==> src/design/erbd_pkg.sv <==
// Package for the edge row band detector: payload structs, register indexes,
// size limits and reset values. No dependencies.
`default_nettype none
package erbd_pkg;

  localparam int unsigned MAX_WIDTH  = 4096;
  localparam int unsigned MAX_HEIGHT = 4096;
  localparam int unsigned SIZE_CAP   = 4096;
  localparam int unsigned WIDTH_LIM  = (MAX_WIDTH  > SIZE_CAP) ? SIZE_CAP : MAX_WIDTH;
  localparam int unsigned HEIGHT_LIM = (MAX_HEIGHT > SIZE_CAP) ? SIZE_CAP : MAX_HEIGHT;

  localparam int unsigned CFG_W  = 13;
  localparam int unsigned POS_W  = 12;
  localparam int unsigned CNT_W  = 13;
  localparam int unsigned PIX_W  = 8;

  localparam logic [CFG_W-1:0] WIDTH_MAX_C  = CFG_W'(WIDTH_LIM);
  localparam logic [CFG_W-1:0] HEIGHT_MAX_C = CFG_W'(HEIGHT_LIM);
  localparam logic [CFG_W-1:0] SIZE_MIN_C   = CFG_W'(3);

  localparam logic [CFG_W-1:0] RST_FRAME_WIDTH  = CFG_W'(420);
  localparam logic [CFG_W-1:0] RST_FRAME_HEIGHT = CFG_W'(295);
  localparam logic [CFG_W-1:0] RST_MIN_EDGES    = CFG_W'(8);
  localparam logic [CFG_W-1:0] RST_MIN_ROWS     = CFG_W'(12);

  localparam logic [CNT_W-1:0] CNT_SAT = {CNT_W{1'b1}};

  typedef enum logic [1:0] {
    REG_FRAME_WIDTH  = 2'd0,
    REG_FRAME_HEIGHT = 2'd1,
    REG_MIN_EDGES    = 2'd2,
    REG_MIN_ROWS     = 2'd3
  } cfg_reg_t;

  typedef struct packed {
    logic [PIX_W-1:0] pixel;
    logic             frame_start;
  } in_item_t;

  typedef struct packed {
    logic             diff_valid;
    logic [POS_W-1:0] diff_row;
    logic [POS_W-1:0] diff_col;
    logic [PIX_W-1:0] diff_value;
    logic             frame_done;
    logic [POS_W-1:0] band_first;
    logic [CNT_W-1:0] band_count;
  } out_item_t;

endpackage
`default_nettype wire

==> src/design/edge_row_band_detector_unit.sv <==
// Top level of the edge row band detector: per-pixel horizontal difference,
// row edge count and band run tracking. Depends on erbd_pkg.
`default_nettype none
// Takes one pixel per clock in raster order while in_ready is high and returns one
// result per pixel. All per-pixel work (difference, row count, run and band update)
// happens at the accepting edge: one item per cycle while out_ready holds. A result
// is registered in the output register, or in the skid register while that is held;
// the skid keeps in_ready independent of out_ready, and in_ready drops only while two
// results wait. Configuration writes take effect at once and belong between frames.
module edge_row_band_detector_unit
  import erbd_pkg::*;
(
  input  wire logic             clk,
  input  wire logic             rst_n,
  input  wire logic             in_valid,
  output logic                  in_ready,
  input  wire in_item_t         in_data,
  output logic                  out_valid,
  input  wire logic             out_ready,
  output out_item_t             out_data,
  input  wire logic             cfg_we,
  input  wire logic [1:0]       cfg_index,
  input  wire logic [CFG_W-1:0] cfg_wdata
);

  logic [CFG_W-1:0] frame_width_r, frame_height_r, min_edges_r, min_rows_r;

  logic [POS_W-1:0] col_r, row_r, run_first_r, band_start_r;
  logic [PIX_W-1:0] prev_pixel_r;
  logic [CNT_W-1:0] edge_cnt_r, run_len_r, band_len_r;

  logic [POS_W-1:0] col_nxt, row_nxt, run_first_nxt, band_start_nxt;
  logic [CNT_W-1:0] edge_cnt_nxt, run_len_nxt, band_len_nxt;

  out_item_t res;
  out_item_t out_data_r, skid_data_r;
  logic      out_valid_r, skid_valid_r;
  logic      accept;

  always_ff @(posedge clk) begin
    if (!rst_n) begin
      frame_width_r  <= RST_FRAME_WIDTH;
      frame_height_r <= RST_FRAME_HEIGHT;
      min_edges_r    <= RST_MIN_EDGES;
      min_rows_r     <= RST_MIN_ROWS;
    end else if (cfg_we) begin
      unique case (cfg_reg_t'(cfg_index))
        REG_FRAME_WIDTH:  frame_width_r  <= cfg_wdata;
        REG_FRAME_HEIGHT: frame_height_r <= cfg_wdata;
        REG_MIN_EDGES:    min_edges_r    <= cfg_wdata;
        REG_MIN_ROWS:     min_rows_r     <= cfg_wdata;
        default: ;
      endcase
    end
  end

  assign in_ready = !skid_valid_r;
  assign accept   = in_valid && in_ready;

  always_comb begin
    logic [CFG_W-1:0] w, h;
    logic [POS_W-1:0] c, r, rf, bs;
    logic [CNT_W-1:0] ec, rl, bl;
    logic [CFG_W+1:0] c_ext, r_ext;
    logic             inner, row_end, last_row, dval;
    logic [PIX_W-1:0] dv;

    w = frame_width_r;
    if (frame_width_r < SIZE_MIN_C) w = SIZE_MIN_C;
    else if (frame_width_r > WIDTH_MAX_C) w = WIDTH_MAX_C;
    h = frame_height_r;
    if (frame_height_r < SIZE_MIN_C) h = SIZE_MIN_C;
    else if (frame_height_r > HEIGHT_MAX_C) h = HEIGHT_MAX_C;

    if (in_data.frame_start) begin
      c = '0; r = '0; ec = '0; rf = '0; rl = '0; bs = '0; bl = '0;
    end else begin
      c = col_r; r = row_r; ec = edge_cnt_r; rf = run_first_r; rl = run_len_r;
      bs = band_start_r; bl = band_len_r;
    end

    c_ext    = (CFG_W+2)'(c);
    r_ext    = (CFG_W+2)'(r);
    inner    = (r != '0) && ((r_ext + 2) <= (CFG_W+2)'(h));
    row_end  = (c_ext + 1) >= (CFG_W+2)'(w);
    last_row = (r_ext + 1) >= (CFG_W+2)'(h);
    dval     = inner && (c >= POS_W'(2)) && ((c_ext + 1) <= (CFG_W+2)'(w));
    dv       = (prev_pixel_r > in_data.pixel) ? (prev_pixel_r - in_data.pixel)
                                              : (in_data.pixel - prev_pixel_r);

    res = '0;
    if (dval) begin
      res.diff_valid = 1'b1;
      res.diff_row   = r;
      res.diff_col   = c - POS_W'(1);
      res.diff_value = dv;
      if (dv != '0 && ec != CNT_SAT) ec = ec + CNT_W'(1);
    end

    col_nxt = c + POS_W'(1);
    row_nxt = r;
    if (row_end) begin
      if (inner) begin
        if (ec >= min_edges_r) begin
          if (rl == '0) rf = r;
          if (rl != CNT_SAT) rl = rl + CNT_W'(1);
        end else begin
          if (rl > min_rows_r) begin
            bs = rf;
            bl = rl;
          end
          rl = '0;
          rf = '0;
        end
      end
      ec = '0;
      col_nxt = '0;
      if (last_row) begin
        res.frame_done = 1'b1;
        res.band_first = bs;
        res.band_count = bl;
        row_nxt = '0; rf = '0; rl = '0; bs = '0; bl = '0;
      end else begin
        row_nxt = r + POS_W'(1);
      end
    end

    edge_cnt_nxt   = ec;
    run_first_nxt  = rf;
    run_len_nxt    = rl;
    band_start_nxt = bs;
    band_len_nxt   = bl;
  end

  always_ff @(posedge clk) begin
    if (!rst_n) begin
      col_r        <= '0;
      row_r        <= '0;
      prev_pixel_r <= '0;
      edge_cnt_r   <= '0;
      run_first_r  <= '0;
      run_len_r    <= '0;
      band_start_r <= '0;
      band_len_r   <= '0;
    end else if (accept) begin
      col_r        <= col_nxt;
      row_r        <= row_nxt;
      prev_pixel_r <= in_data.pixel;
      edge_cnt_r   <= edge_cnt_nxt;
      run_first_r  <= run_first_nxt;
      run_len_r    <= run_len_nxt;
      band_start_r <= band_start_nxt;
      band_len_r   <= band_len_nxt;
    end
  end

  always_ff @(posedge clk) begin
    if (!rst_n) begin
      out_valid_r  <= 1'b0;
      skid_valid_r <= 1'b0;
    end else if (!out_valid_r || out_ready) begin
      if (skid_valid_r) begin
        out_valid_r  <= 1'b1;
        skid_valid_r <= 1'b0;
      end else begin
        out_valid_r <= accept;
      end
    end else if (accept) begin
      skid_valid_r <= 1'b1;
    end
  end

  always_ff @(posedge clk) begin
    if (!out_valid_r || out_ready) begin
      out_data_r <= skid_valid_r ? skid_data_r : res;
    end else if (accept) begin
      skid_data_r <= res;
    end
  end

  assign out_valid = out_valid_r;
  assign out_data  = out_data_r;

endmodule
`default_nettype wire
==> config.mk <==
export PLATFORM = sky130hd
export DESIGN_NAME = edge_row_band_detector_unit
export DESIGN_NICKNAME = d
export VERILOG_FILES = /design/src/design/erbd_pkg.sv /design/src/design/edge_row_band_detector_unit.sv
export SDC_FILE = /design/constraint.sdc
export NUM_CORES = 1
export LEC_CHECK = 0
export BUFFER_PORTS_ARGS = -buffer_cell sky130_fd_sc_hd__buf_2
export CAP_MARGIN = 20
export CORE_ASPECT_RATIO = 1.25
export CORE_MARGIN = 3
export CORE_UTILIZATION = 35
export CTS_CLUSTER_DIAMETER = 200
export CTS_CLUSTER_SIZE = 16
export DETAILED_ROUTE_END_ITERATION = 6
export GPL_TIMING_DRIVEN = 0
export PLACE_DENSITY_LB_ADDON = 0.2
export SKIP_LAST_GASP = 1
export SYNTH_ARGS = -nofsm -noshare
export SYNTH_HDL_FRONTEND = slang
export SYNTH_SLANG_ARGS = --single-unit
==> constraint.sdc <==
create_clock -name clk -period 10.27 [get_ports clk]
set_input_delay 1.027 -clock clk [delete_from_list [all_inputs] [get_ports clk]]
set_output_delay 1.027 -clock clk [all_outputs]
set_load 0.005 [all_outputs]
==> results of run 1 <==
[power by group through the flow]
stage,clock (mW),sequential (mW),combinational (mW)
floorplan,0,1.17,0.116
detailed placement,0,1.17,0.190
global placement,0,1.17,0.187
global route,0.809,1.15,0.213
finish,0.748,1.15,0.190
CTS,0.782,1.15,0.191
[worst paths after layout]
| kind | start | endpoint | slack (ps) | depth (start not counted) |
|---|---|---|---|---|
| worst max-delay path | in_data[0] | out_data[8]$_DFFE_PN_ | 1440 | 31 |
| worst min-delay path | edge_cnt_r[1]$_SDFFE_PN0P_ | edge_cnt_r[1]$_SDFFE_PN0P_ | 470 | 2 |
| worst max register to register | col_r[0]$_SDFFE_PN0P_ | out_data[8]$_DFFE_PN_ | 2660 | 28 |
| worst min register to register | edge_cnt_r[1]$_SDFFE_PN0P_ | edge_cnt_r[1]$_SDFFE_PN0P_ | 470 | 2 |
[sequential cells by signal, summed over array words and instances, names as in the netlist, 13 cells and up]
name,count
min_rows_r,13
frame_height_r,13
edge_cnt_r,13
skid_data_r,59
frame_width_r,13
run_len_r,13
out_data,59
min_edges_r,13
band_len_r,13
[cell usage after synthesis (all sizes together) (7+ instances only)]
cell | number | area, µm²
nand2 | 274 | 1028
dfxtp | 149 | 2983
edfxtp | 118 | 3543
nor2 | 106 | 397.9
ha | 89 | 1114
inv | 70 | 262.8
a21boi | 60 | 450.4
clkbuf | 60 | 225.2
o21ai | 59 | 302.8
nand3 | 52 | 260.3
a21oi | 51 | 255.2
a22o | 41 | 359.1
nor2b | 34 | 212.7
mux2i | 33 | 330.3
buf | 32 | 181.4
a21o | 28 | 210.2
xnor2 | 27 | 236.5
nand4 | 26 | 162.7
xor2 | 26 | 227.7
o31ai | 24 | 180.2
nor3 | 16 | 80.08
and3 | 12 | 75.07
a22oi | 11 | 82.58
mux2 | 11 | 123.9
a211oi | 10 | 80.07
and2 | 9 | 56.30
o211ai | 9 | 67.56
or3 | 9 | 56.30
nor4 | 8 | 50.05
a32o | 7 | 70.07
nand2b | 7 | 43.79
[placed cells by master (no fill, tap or decap), drive strengths merged, types with 8 or more instances in the layout]
master	count
edfxtp	118
o211ai	9
ha	89
mux2	11
a22o	41
a21o	28
and3	12
or3	9
nand4	26
o31ai	24
xnor2	27
a21oi	51
a21boi	60
and2	9
inv	71
nor2	106
nor2b	34
nor3	16
nor4	8
o21ai	59
xor2	26
mux2i	33
nand3	52
nand2	274
dfxtp	149
buf	121
a211oi	10
clkbuf	91
a22oi	11
[cell type report]
| cell class | count | area, µm² |
|---|---|---|
| clock buffers | 31 | 541.8 |
| well taps | 546 | 683.2 |
| plain buffers | 92 | 406.6 |
| repair buffers | 89 | 460.4 |
| clock inverters | 2 | 22.52 |
| multi-input cells | 1101 | 7069 |
| flip-flops and latches | 267 | 6526 |
| fillers | 4046 | 24140 |
| inverters | 72 | 270.3 |
[worst reg2reg max path: cells and delay by family (launching register included)]
family / cells / cell delay (ps)
AO/OA/AOI/OAI: 5 / 1150
XOR/XNOR: 2 / 350
adder cells (fa/ha/maj): 3 / 920
buffers and inverters: 3 / 880
flip-flops: 1 / 470
multiplexers: 1 / 320
AND/OR/NAND/NOR: 14 / 3250
[cell families (layout without fill, tap and decap cells)]
family	Yosys count	after routing
compound gates	327	327
flops	267	267
buf+inv	164	286
fa+ha+maj	91	91
simple gates	586	586
mux	44	44
xor+xnor	53	53
[per-stage QoR]
stage	hold slack (ps)	setup slack (ps)	std cells
3_5_place_dp	450.5	992.6	2167
3_3_place_gp	443.6	902.6	2166
2_1_floorplan	428.9	3085	1532
6_report	465.5	1436	2200
5_1_grt	489.4	820.0	2200
4_1_cts	464.3	1524	2200
[routing by layer]
metal / part of all wire [%] / wire length, µm / vias to the layer above
met1: 45 / 17390 / 5386
met4: 2.8 / 1092 / 0
li1: - / - / 5635
met2: 48 / 18590 / 250
met3: 4.4 / 1697 / 49
met5: 0 / 0 / -
==> summary.md, run 1 <==
| Metric | Value |
|---|---|
| Synth warnings | 0 |
| Met1 Usage GRT | between 20% and 30% |
| Number of synthesized flops with an enable pin | 118 |
| Max cap viols | 0 |
| Slew Viols, Final | 0 |
| Yosys reg bits | 267 |
| Maximum vdd drop | 0.09045 mV |
| Outcome | complete, no violations |
| Mux contribution to synthesized area | 3.186% |
| GRT Total Usage | between 10% and 20% |
| Core area | 0.04012 mm² |
| Mapped Cells | about 1.5k |
| WL/cell | 17.62 µm |
| Crit-path max cell delay | 650 ps |
| Die area | 0.04321 mm² |
| DP Wirelength | about 29000 µm |
| RSZ-0062 raised after global routing | false |
| Detailed Route WL | 38770 µm |
| Chip width | 186.5 µm |
| Fin crit share | 86.02% |
| Fraction of layout cells with a size suffix above 1 | 9.492% |
| Clock transition at the registers of the reported paths | 80 ps |
| Vias in the first global route | 11.10k |
| P_int | around 1.6 mW |
| Later-pin clock latency in the skew report | around 550 ps |
| CTS buffer count | 20 |
| Tmin final | slightly below 9000 ps |
| DP Area | 0.01542 mm² |
| Seq/Total Area, Yosys | a little under half |
| # DRC | 0 |
| Clock power share | 35.9% |
| Part of the power in combinational logic | under 10% |
| CP Data Arrival Time | 9120 ps |
| Power Dens Cells | about 130 mW/mm² |
| CTS tree | built |
| Initial antenna violation count | 0 |
| Max_slew headroom | 39.36% |
| Final setup TNS | 0 ps |
| GRT Residual Overflow | 0 |
| Pleak | around 6.2 nW |
| Final net count | between 1.5k and 2k |
| # diodes | 0 |
| Placer congestion estimate | 0.9015 |
| Post-route cell area | 0.01598 mm² |
| Skew final | roughly 36 ps |
| 1st-pass router iterations | 5 |
| Final setup vio count | 0 |
| Utilization after layout | 39.84% |
| IO Count | 90 |
| Hold_buf cts | 0 |
| Buffers and inverters on the worst path | 7 |
| Critical path capture point type | register |
| DR vias/cell | approximately 5.1 |
| H-tree levels | 1 |
| Crit path max-delay family | buffers and inverters |
| CP startpoint kind | input port |
| CP max stage cell | clkbuf_1 |
| IO buf count | 88 |
| Post-CTS repair timing setup buffer count | 0 |
| Clk root buf | clkbuf_16 |
| First-pass GRT wire length | 61700 µm |
| CP Max Fanout | 10 |
| Final hold vios | 0 |
| DRT iter0 DRCs | 770 |
| Initial core utilization | 35.54% |
| Slew @ Worst Pin | 906.2 ps |
| Synth Area in XOR/XNOR | under 10% |
| Post-synthesis adder-cell area fraction | 8.091% |
| Largest family of logic cells by synthesized area | simple AND/OR/NAND/NOR gates |
| Die height | between 200 and 250 µm |
| Psw | 0.5179 mW |
| Number of cell rows | 82 |
| Asr flop ratio synth | 0% |
| Largest net degree at the start of global routing | 63 |
| Fmax | 0.1132 GHz |
| Synth Flop Type | dfxtp_1 |
| Routed via count | 11.32k |
| ANT nets after route | 0 |
| Seq pwr share | 55.0% |
| Cell area after synthesis | 0.01426 mm² |
| Clk sinks | 267 |
| Most used routing layer | met2 |
| Simple logic cell fraction of the synthesized area | between 10% and 20% |
| P&R area growth vs syn | 12.08% |
| Setup Crit Path Kind | in2reg |
| Post-CTS resize count | 0 |
| Critical Path RT | approximately 11000 ps |
| Mapped Avg Cell Area | about 9.3 µm² |
| Clock Tree Buf Depth | 3 |
| Yosys cell types | about 70 |
| Syn_nets | ~1.7k |
| Sw frac | 24.84% |
| Post-synthesis compound-gate area fraction | about 16% |
| Met3 Use GR | 2.466% |
| Worst hold-check path type | reg2reg |
| M2 GR Usage | 30.60% |
| Total Power | about 2.1 mW |
No activity file was read; power rests on OpenSTA's default activity.
==> run 2, diff against run 1 <==
--- a/config.mk
+++ b/config.mk
@@ -13,6 +13,7 @@
 export CTS_CLUSTER_DIAMETER = 200
 export CTS_CLUSTER_SIZE = 16
 export DETAILED_ROUTE_END_ITERATION = 6
+export GPL_ROUTABILITY_DRIVEN = 0
 export GPL_TIMING_DRIVEN = 0
 export PLACE_DENSITY_LB_ADDON = 0.2
 export SKIP_LAST_GASP = 1
==> constraint.sdc (replaced) <==
create_clock -name clk -period 10.27 [get_ports clk]
set_input_delay 0 -clock clk [delete_from_list [all_inputs] [get_ports clk]]
set_output_delay 0 -clock clk [all_outputs]
set_load 0.005 [all_outputs]
==> run 2 against run 1 <==
Power is 0.39% higher. Critical path depth did not move. Maximum frequency is 13% higher. Clock power barely moved. Sequential power about the same. Sequential share of layout area is 0.70 points lower. Cell area increased by 1.8%. Critical path type unchanged. Largest power group unchanged. Highest routed layer unchanged.
==> summary.md, run 2 (same netlist as run 1, synthesis figures left out) <==
| Metric | Value |
|---|---|
| # diodes | 0 (unchanged) |
| Fillers | 4027 (-0.47%) |
| Psw | 0.5193 mW (+0.27%) |
| Power Dens Cells | 128.7 mW/mm² (-1.3%) |
| ANT nets after route | 0 (unchanged) |
| Commonest non-fill, non-tap cell in the layout | nand2_1 |
| DP Wirelength | 28990 µm (unchanged) |
| Fraction of layout cells with a size suffix above 1 | 9.334% (-0.16 points) |
| Detailed Route WL | 38840 µm (+0.17%) |
| CTS tree | built |
| Initial core utilization | 35.54% (unchanged) |
| Final setup vio count | 0 (unchanged) |
| Max cap viols | 0 (unchanged) |
| Routed via count | 11.47k (+1.4%) |
| Later-pin clock latency in the skew report | 550 ps (about the same) |
| Clock transition at the registers of the reported paths | 80 ps (about the same) |
| CP Max Fanout | 10 (unchanged) |
| Clock power share | 35.8% (about the same) |
| CTS buffer count | 20 (unchanged) |
| Fin crit share | 76.37% (-9.6 points) |
| IO buf count | 88 (unchanged) |
| Outcome | complete, no violations |
| Seq pwr share | 54.8% (-0.2 points) |
| Setup Crit Path Kind | in2reg |
| Worst hold-check path type | in2reg |
| Sw frac | 24.81% (-0.030 points) |
| CP Data Arrival Time | 8130 ps (-990 ps) |
| Clk sinks | 267 (unchanged) |
| Final hold vios | 0 (unchanged) |
| Critical Path RT | 10550 ps (about the same) |
| Slew Viols, Final | 0 (unchanged) |
| DRT iter0 DRCs | 740 (-3.9%) |
| First-pass GRT wire length | 61910 µm (+0.34%) |
| Final net count | 1791 (+1.6%) |
| Largest net degree at the start of global routing | 63 (unchanged) |
| 1st-pass router iterations | 5 (unchanged) |
| Slew @ Worst Pin | 910.5 ps (+4.305 ps) |
| Skew final | 35.46 ps (-0.7063 ps) |
| Core area | 0.04012 mm² (unchanged) |
| P&R area growth vs syn | 14.05% |
| Number of cell rows | 82 (unchanged) |
| GRT Total Usage | 17.72% (+0.036 points) |
| Pleak | 6.352 nW (+1.9%) |
| H-tree levels | 1 (unchanged) |
| Total Power | 2.093 mW (+0.39%) |
| Post-CTS repair timing setup buffer count | 0 (unchanged) |
| Clock Tree Buf Depth | 3 (unchanged) |
| WL/cell | 17.43 µm (-1.1%) |
| Fmax | 0.1275 GHz (+13%) |
| Crit-path max cell delay | 660 ps (about the same) |
| DR vias/cell | 5.149 (about the same) |
| Die area | 0.04321 mm² (unchanged) |
| # DRC | 0 (unchanged) |
| Tmin final | 7844 ps (-990.4 ps) |
| CP max stage cell | clkbuf_1 |
| Clk root buf | clkbuf_16 |
| IO Count | 90 (unchanged) |
| GRT Residual Overflow | 0 (unchanged) |
| Chip width | 186.5 µm (unchanged) |
| Critical path capture point type | register |
| RSZ-0062 raised after global routing | false |
| Initial antenna violation count | 0 (unchanged) |
| Commonest cells after routing, fill and taps aside | nand2_1 (274), dfxtp_1 (149), edfxtp_1 (118) |
| P_int | 1.574 mW (+0.43%) |
| Vias in the first global route | 11.18k (+0.72%) |
| Maximum vdd drop | 0.09053 mV (about the same) |
| Part of the power in combinational logic | 9.4% (+0.3 points) |
| CP startpoint kind | input port |
| Die height | 231.7 µm (unchanged) |
| Finished Layout Cells | 2228 (+1.3%) |
| Max_slew headroom | 39.08% (-0.29 points) |
| Placed cells | 2167 (unchanged) |
| Final setup TNS | 0 ps (unchanged) |
## run 2: critical path, delay by kind of cell
family | cells | cell delay (ps)
AO/OA/AOI/OAI | 7 | 1640
XOR/XNOR | 2 | 370
adder cells (fa/ha/maj) | 3 | 920
buffers and inverters | 7 | 2480
multiplexers | 1 | 320
AND/OR/NAND/NOR | 11 | 2380
## run 2: cell type report
| cell class | instances | area, µm² | area share [%] |
|---|---|---|---|
| Buffer | 92 | 406.6 | 2.501 |
| Clock buffer | 31 | 541.8 | 3.332 |
| Clock inverter | 2 | 22.52 | 0.1385 |
| Inverter | 72 | 270.3 | 1.662 |
| Multi-Input combinational cell | 1101 | 7069 | 43.47 |
| Sequential cell | 267 | 6526 | 40.14 |
| Tap cell | 546 | 683.2 | 4.201 |
| Timing Repair Buffer | 117 | 740.7 | 4.555 |
## run 2: path summary, 6_finish.rpt
path | from | endpoint | slack (ps) | depth (start not counted)
max reg2reg | col_r[0]$_SDFFE_PN0P_ | out_data[8]$_DFFE_PN_ | 2660 | 28
min | rst_n | edge_cnt_r[12]$_SDFFE_PN0P_ | 30 | 4
min reg2reg | edge_cnt_r[1]$_SDFFE_PN0P_ | edge_cnt_r[1]$_SDFFE_PN0P_ | 470 | 2
max | in_data[0] | out_data[8]$_DFFE_PN_ | 2430 | 31
## run 2: power groups by stage
stage                     logic [mW]  clock network, mW  registers [mW]
after floorplan                0.116                  0            1.17
after global placement         0.187                  0            1.17
after detailed placement       0.190                  0            1.17
after CTS                      0.199              0.782            1.15
after global routing           0.221              0.809            1.15
final                          0.198              0.749            1.15
## run 2: metal layers
| metal | vias up | track usage (%) | wire (µm) |
|---|---|---|---|
| li1 | 5691 | - | - |
| met4 | 0 | 5.720 | 1101 |
| met1 | 5457 | 23.05 | 17240 |
| met2 | 276 | 30.77 | 18680 |
| met5 | - | 0 | 0 |
| met3 | 49 | 2.163 | 1818 |
## run 2: what timing repair did
item,in CTS,in global routing
hold buffers,28,0
hold endpoints to repair,62,0
resized for setup,0,0
## run 2: through the flow
step           utilization (%)  cell area [µm²]  hold slack (ps)  setup slack (ps)
5_1_grt                  40.53            16260            65.75              1847
6_report                 40.53            16260            27.65              2426
4_1_cts                  40.53            16260            14.31              2551
3_3_place_gp             38.34            15380            269.5              1930
2_1_floorplan                -            14260            124.0              4112
3_5_place_dp             38.43            15420            279.2              2020
==> run 3, diff against run 2 <==
==> constraint.sdc (replaced) <==
create_clock -name clk -period 6.29 [get_ports clk]
set_input_delay 0 -clock clk [delete_from_list [all_inputs] [get_ports clk]]
set_output_delay 0 -clock clk [all_outputs]
set_load 0.005 [all_outputs]
==> run 3 against run 2 <==
First-iteration DRC count decreased by 8.5%. Register-to-register slack got worse by 2600 ps. Clock power increased by 63%. Die area unchanged. Critical path type is now reg2reg. Count of clock-buffer cells in the layout unchanged. Highest routed layer unchanged. Global-route usage increased by 0.12 points. Clock skew decreased by 0.80 ps.
==> summary.md, run 3 (same netlist as run 1, synthesis figures left out) <==
| Metric | Value |
|---|---|
| Vias in the first global route | 11.25k (+0.66%) |
| DR vias/cell | 5.135 (-0.29%) |
| DP Area | 0.01542 mm² (unchanged) |
| # diodes | 0 (unchanged) |
| Final hold vios | 0 (unchanged) |
| Skew final | 34.66 ps (-0.8000 ps) |
| Worst hold-check path type | in2reg |
| Final setup vio count | 0 (unchanged) |
| RSZ-0062 raised after global routing | true |
| CP Max Fanout | 7 (-3) |
| Clk sinks | 267 (unchanged) |
| Fin crit share | between 90% and 100% |
| Detailed Route WL | 39450 µm (+1.6%) |
| GRT Residual Overflow | 0 (unchanged) |
| Slew Viols, Final | 0 (unchanged) |
| Clk root buf | clkbuf_16 |
| CTS buffer count | 20 (unchanged) |
| Power Dens Cells | 201.0 mW/mm² (+56%) |
| GRT Total Usage | 17.83% (+0.12 points) |
| Pleak | 6.640 nW (+4.5%) |
| Critical path capture point type | register |
| Placed cells | 2167 (unchanged) |
| WL/cell | 17.49 µm (+0.31%) |
| Commonest cells after routing, fill and taps aside | nand2_1 (271), dfxtp_1 (142), edfxtp_1 (118) |
| Fraction of layout cells with a size suffix above 1 | 15.56% (+6.2 points) |
| Slew @ Worst Pin | 898.8 ps (-11.69 ps) |
| IO buf count | 88 (unchanged) |
| Largest net degree at the start of global routing | 63 (unchanged) |
| Worst reg2reg path startpoint | col_r[1]$_SDFFE_PN0P_ |
| Min-delay src | rst_n |
| DRT iter0 DRCs | 677 (-8.5%) |
| Later-pin clock latency in the skew report | 550 ps (about the same) |
| Final net count | 1819 (+1.6%) |
| CP max stage cell | or4b_4 |
| Final setup TNS | 0 ps (unchanged) |
| IO Count | 90 (unchanged) |
| Routed via count | 11.58k (+0.97%) |
| Number of cell rows | 82 (unchanged) |
| Initial core utilization | 35.54% (unchanged) |
| Post-route cell area | 0.01708 mm² (+5.0%) |
| DP Wirelength | 28990 µm (unchanged) |
| Tmin final | 6199 ps |
| Die area | 0.04321 mm² (unchanged) |
| Commonest non-fill, non-tap cell in the layout | nand2_1 |
| CP Data Arrival Time | 6470 ps (-1660 ps) |
| Maximum vdd drop | 0.1479 mV (+63%) |
| H-tree levels | 1 (unchanged) |
| Crit-path max cell delay | 570 ps (-90 ps) |
| Die height | 231.7 µm (unchanged) |
| Max cap viols | 0 (unchanged) |
| # DRC | 0 (unchanged) |
| Total Power | 3.433 mW (+64%) |
| Initial antenna violation count | 0 (unchanged) |
| ANT nets after route | 0 (unchanged) |
| P&R area growth vs syn | 19.81% |
| Clock transition at the registers of the reported paths | 80 ps (about the same) |
| Outcome | complete, no violations |
| Worst Setup SP | col_r[1]$_SDFFE_PN0P_ |
| Fmax | about 0.16 GHz |
| Finished Layout Cells | 2256 (+1.3%) |
| Final hold slack | 67.98 ps (+40.33 ps) |
| Core area | 0.04012 mm² (unchanged) |
| Critical Path RT | 6560 ps (-3990 ps) |
| CTS tree | built |
| First-pass GRT wire length | 62330 µm (+0.69%) |
| 1st-pass router iterations | 6 (+1) |
| Max_slew headroom | 39.86% (+0.78 points) |
| Clock Tree Buf Depth | 3 (unchanged) |
| Setup Crit Path Kind | reg2reg |
| Chip width | 186.5 µm (unchanged) |
| CP startpoint kind | register |
==> run 3: cell type report <==
cell class	count	area (µm²)
clock buffers	31	541.8
flip-flops and latches	267	6540
inverters	72	274.0
well taps	546	683.2
multi-input cells	1101	7502
clock inverters	2	22.52
repair buffers	149	1042
fillers	3967	23030
plain buffers	88	475.5
==> run 3: what timing repair did <==
item                       in CTS  in global routing
setup buffers                   8                 22
gates cloned                    1                  1
hold buffers                   28                  0
hold endpoints to repair       62                  0
gates resized for setup        68                 96
pin swaps                       7                 38
setup endpoints to repair     100                100
==> run 3: path summary, 6_finish.rpt <==
kind                                 end  slack, ps  depth (start not counted)
max               out_data[10]$_DFFE_PN_         90                         29
min          edge_cnt_r[12]$_SDFFE_PN0P_         70                          4
max reg2reg       out_data[10]$_DFFE_PN_         90                         29
min reg2reg   edge_cnt_r[1]$_SDFFE_PN0P_        460                          2
==> run 3: per-layer routing <==
metal / up-vias / GRT usage (%) / wire length (µm) / part of all wire [%]
li1: 5747 / - / - / -
met1: 5511 / 23.06 / 17430 / 44
met2: 273 / 31.16 / 19210 / 49
met3: 53 / 2.163 / 1660 / 4.2
met5: - / 0 / 0 / 0
met4: 0 / 5.767 / 1148 / 2.9
==> run 3: per-stage QoR <==
stage | util (%) | worst slack (ps)
2_1_floorplan | - | 132.1
3_3_place_gp | 38.34 | -2050
3_5_place_dp | 38.43 | -1960
4_1_cts | 41.30 | 23.83
5_1_grt | 42.58 | -132.4
6_report | 42.58 | 90.61
==> run 3: critical path, delay by kind of cell (launching register included) <==
kind | cells | cell delay [ps]
AOI/OAI and AO/OA | 5 | 800
xor gates and xnor gates | 2 | 340
adders and majority gates | 3 | 840
buffers and inverters | 4 | 540
DFF | 1 | 350
muxes | 1 | 250
and+or+nand+nor | 14 | 2800
==> run 3: report_power, final <==
part	total (mW)	internal, mW	switching (mW)	leakage, nW
combinational	0.342	0.130	0.212	4.00
clock	1.22	0.598	0.622	0.271
sequential	1.87	1.85	0.0202	2.37
